===== src/sv/kftr_ram.sv =====
// Generic single-write, single-read synchronous RAM with registered read data.
`timescale 1ns / 1ps
module kftr_ram #(
   parameter int WIDTH  = 8,
   parameter int ADDR_W = 4
) (
   input  logic              clock,
   input  logic              wr_en,
   input  logic [ADDR_W-1:0] wr_addr,
   input  logic [WIDTH-1:0]  wr_data,
   input  logic [ADDR_W-1:0] rd_addr,
   output logic [WIDTH-1:0]  rd_data
);
   logic [WIDTH-1:0] mem [2**ADDR_W];
   logic [WIDTH-1:0] rd_data_ff;

   always_ff @(posedge clock) begin
      if (wr_en) mem[wr_addr] <= wr_data;
      rd_data_ff <= mem[rd_addr];
   end

   assign rd_data = rd_data_ff;
endmodule


===== config.mk =====
export PLATFORM = sky130hd
export DESIGN_NAME = kftr_ram
export DESIGN_NICKNAME = d
export VERILOG_FILES = /design/src/sv/kftr_ram.sv
export SDC_FILE = /design/constraint.sdc
export NUM_CORES = 1
export LEC_CHECK = 0
export ABC_AREA = 0
export BUFFER_PORTS_ARGS = -buffer_cell sky130_fd_sc_hd__buf_4
export CORE_ASPECT_RATIO = 0.8
export CORE_MARGIN = 2
export CORE_UTILIZATION = 40
export DETAILED_ROUTE_END_ITERATION = 16
export PLACE_DENSITY = 0.56
export SETUP_SLACK_MARGIN = 0.05
export SYNTH_ARGS = -nofsm -noshare
export SYNTH_HDL_FRONTEND = slang
export SYNTH_SLANG_ARGS = --single-unit

===== constraint.sdc =====
create_clock -name clock -period 4.2 [get_ports clock]
set_input_delay 0 -clock clock [delete_from_list [all_inputs] [get_ports clock]]
set_output_delay 0 -clock clock [all_outputs]
set_load 0.005 [all_outputs]

=== Word level (Yosys, flattened, before mapping) ===
Memory sizes are Yosys's and may differ from the RTL's. A register that Yosys moved wholly into a read port is not among the register bits.
Index checks and enable logic that the tools add are counted.

* Flip-flop bits (word level): 0
* Memory bits (writable): 128
* Output and inout port bits: 8
* Word-level logic and storage cells: 3
* Memories: 1

* Multiplexer cells: 2

{| class="wikitable"
|+ Memory list
! memory !! depth !! bits a word !! rd ports !! clocked after Yosys merged registers in !! wr ports !! RTL line !! text
|-
| mem || 16 || 8 || 1 || 1 || 1 || 14 || <nowiki>logic [WIDTH-1:0] mem [2**ADDR_W];</nowiki>
|}

{| class="wikitable"
|+ Operators with widths
! kind !! count
|-
| 2-to-1 mux 1 bit || 2
|}

=== Logic depth before layout (Yosys ltp) ===
* Word-level depth: 2
* Gate-level depth with buffers: 5
* Mapped depth without buffers: 3

=== Least setup slack after synthesis ===
Ideal clock, no wire load.

* Path kind: input port to flip-flop
* Start point: input wr_addr[2]
* End point: memory mem[0][0], enable pin
* Library setup time: 383 ps
* Data arrival time: 1,110 ps
* Data required time: 3,817 ps
* Setup slack: 2,707 ps
* Stages on the path: 2
* Path buffers: 0
* Path through: or3b_2 > nor3_1

{| class="wikitable"
|+ RTL lines
! what !! RTL line !! text
|-
| from (decl) || 9 || <nowiki>input logic [ADDR_W-1:0] wr_addr,</nowiki>
|-
| to (decl) || 14 ||
|}

Straight into the memory's write port.

=== Final worst setup path ===
* Start point: input wr_addr[2]
* End point: memory mem[0][1], enable pin

Straight into the memory's write port.

==> summary.txt <==
Outcome
  • Status: completed

Power and ir drop
  • Pwr dens: 528 nW/µm²
  • NetSw: approximately 640 µW
  • Peak supply drop: 0.363 mV
  • Logic pwr share: under 10%
  • Pint: between 2 and 3 mW
  • Switching portion of total power: 19.5%
  • Reg power frac: 46.5%
  • Leakage power: roughly 2.1 nW
  • Clock power share: roughly half

Logic synthesis
  • Count of cell types in the netlist: 19
  • Synth Instances: about 230
  • Syn nets: 247
  • Ys Warns: 0
  • Seq/Total Area, Yosys: 77.8%
  • Yosys reg bits: between 100 and 150
  • Post-Syn Area: 5150 µm²
  • Syn avg cell area: between 20 and 25 µm²

Route
  • Total wire length: between 9000 and 10000 µm
  • Vias/cell: roughly 5.1
  • Drt wl/cell: 21.0 µm
  • Via count: about 2400
  • Drt pass-1 iters: 4
  • Final antenna-violating net count: 0
  • Detailed Route Iter0 Violations: 224
  • Residual DRC count: 0

Cells and area
  • Layout Nets: between 200 and 300
  • Layout area overhead: 20.7%
  • Most frequent cells in the layout: edfxtp_1 (128), buf_4 (27), mux4_2 (18)
  • Final core occ: about half
  • Most common cell after layout, fill and taps aside: edfxtp_1
  • Layout cell share with drive strength beyond 1: 27.4%
  • Antenna Diode Count: 0
  • Finished Layout Cells: 460

STA
  • Slew Limit Fails: 0
  • Hold violation total from the final report: 0
  • Fmax: 694 MHz
  • TNS Setup: 0 ns
  • Worst setup margin: 2.76 ns
  • Worst slew pin tran: between 1 and 1.5 ns
  • Endpoints failing setup: 0
  • RSZ-0062 raised after global routing: false
  • Clock Skew: 0.00514 ns
  • Fraction of the cycle the final worst path needs: between 30 and 40%
  • Slew headroom: approximately 28%
  • Minimum clock period: about 1.4 ns

Setup path
  • Worst path arrival time: between 1 and 1.5 ns
  • Crit-path max cell delay: between 0.8 and 0.9 ns
  • Worst-path cell chain: buf_4 > or3b_2 > nor3_1
  • Critical-path maximum fanout: 8
  • Worst R2R Start: mem[0][4]
  • R2R Path End: rd_data[4]
  • Crit-path slowest cell: nor3_1
  • Crit path launch type: input port
  • Reg2reg setup slack: 2.81 ns
  • Setup CP Type: in2reg
  • Worst Setup End Kind: register
  • CP Data Required Time: 4.23 ns
  • Register-to-Register Path Depth: 3

Hold path
  • Hold endpoint: mem[12][4]
  • Hold Crit Class: in2reg
  • Min-Delay Startpoint: wr_addr[0]
  • Hold depth: 2

Floorplan
  • Initial Util: about 40%
  • Die H: roughly 110 µm
  • DIE WIDTH: roughly 130 µm
  • Core Box Area: between 10000 and 15000 µm²
  • Die Footprint: approximately 14000 µm²
  • IO Pins: 26
  • Row cnt: 37

Clock network
  • Skew-Pair Late Insertion Delay: between 0.4 and 0.5 ns
  • Num CTS Buffers: 17
  • Clock slew at reported path FFs: ~0.060 ns
  • CTS H-Tree Depth: 4
  • Post-CTS Setup Inserts: 0
  • CTS tree: yes
  • CTS sink count: approximately 140
  • CTS Root Buffer Type: clkbuf_16
  • Clk buf depth: 2

Global route
  • Initial antenna violation count: 0
  • Gr usage total: 15.4%
  • Total gr overflow: 0
  • First-pass GRT wire length: 14500 µm
  • Vias in the first global route: around 2400
  • Largest net degree at the start of global routing: 33

Placed design
  • Pre-CTS setup slack: around 2.3 ns
  • Dpl cells: roughly 420
  • I/O Buffers: 25
  • DP HPWL: approximately 5900 µm
  • Placer Congestion: about 0.68

Flow run
  • Number of max-cap violations: 0
-- final cells by class --
type	count	area, µm²
tap	175	219
sequential	136	4000
fill	1054	6520
clock inverter	14	219
multi-input combinational	83	1060
clock buffer	17	425
timing repair buffer	35	283
-- critical path, delay by kind of cell --
| family | cells | cell delay, ns |
|---|---|---|
| buf+inv | 1 | 0.12 |
| simple gates | 2 | 1.35 |
-- stage by stage --
step | hold slack (ns) | instance area [µm²] | power, mW
2_1_floorplan | 0.0989 | 5150 | 1.63
3_3_place_gp | 0.308 | 5490 | 1.70
3_5_place_dp | 0.317 | 5490 | 1.70
4_1_cts | 0.0264 | 6210 | 3.31
5_1_grt | 0.0407 | 6210 | 3.39
6_report | 0.0416 | 6210 | 3.28
-- how the worst max path moves through the flow --
stage                from         to  slack (ns)  cells after the start
2_1_floorplan  wr_addr[2]  mem[0][0]        2.71                      2
3_3_place_gp   wr_addr[2]  mem[0][2]        2.31                      3
3_5_place_dp   wr_addr[2]  mem[0][1]        2.27                      3
4_1_cts        wr_addr[2]  mem[0][2]        2.75                      3
5_1_grt        wr_addr[2]  mem[0][6]        2.67                      3
6_report       wr_addr[2]  mem[0][1]        2.76                      3
-- power groups by stage --
stage	registers, mW	logic (mW)	clock network, mW
floorplan	1.55	0.0770	0
global placement	1.55	0.142	0
detailed placement	1.55	0.144	0
CTS	1.53	0.150	1.64
global route	1.53	0.161	1.70
finish	1.53	0.147	1.61
-- cells in the mapped netlist (all sizes together) --
cell           number  area (µm²)
a22oi              16         120
and2                1        6.26
and2b               1        7.51
buf                 7        56.3
clkdlybuf4s25       3        30.0
dfxtp               8         160
edfxtp            128        3840
mux4               32         773
nand2               9        33.8
nand2b              2        12.5
nand3               1        5.00
nand3b              2        15.0
nor2               13        48.8
nor2b               1        6.26
nor3                4        20.0
or3b                1        8.76
-- what timing repair did --
item | in CTS | in global routing
hold buffers | 8 | 0
gates resized for setup | 0 | 0
endpoints found under the hold margin | 128 | 0
-- logic make-up after synthesis --
family | Yosys count | share of synthesized area, %
compound gates | 16 | 2.33
buf+inv | 10 | 1.68
flops | 136 | 77.8
mux | 32 | 15.0
simple gates | 35 | 3.18
-- registers in the layout, indices dropped and copies added, names as in the netlist --
signal and flops:
mem 128, rd_data 8
-- metal layers --
metal / global-route usage (%) / wire (µm) / share of wire (%) / vias up
met5: 0 / 0 / 0 / -
met4: 6.16 / 131 / 1.4 / 0
met3: 4.16 / 398 / 4.1 / 13
met2: 20.6 / 4240 / 44 / 54
met1: 23.7 / 4870 / 51 / 1234
li1: - / - / - / 1065
Note: power is estimated with default switching activity, not from simulation.
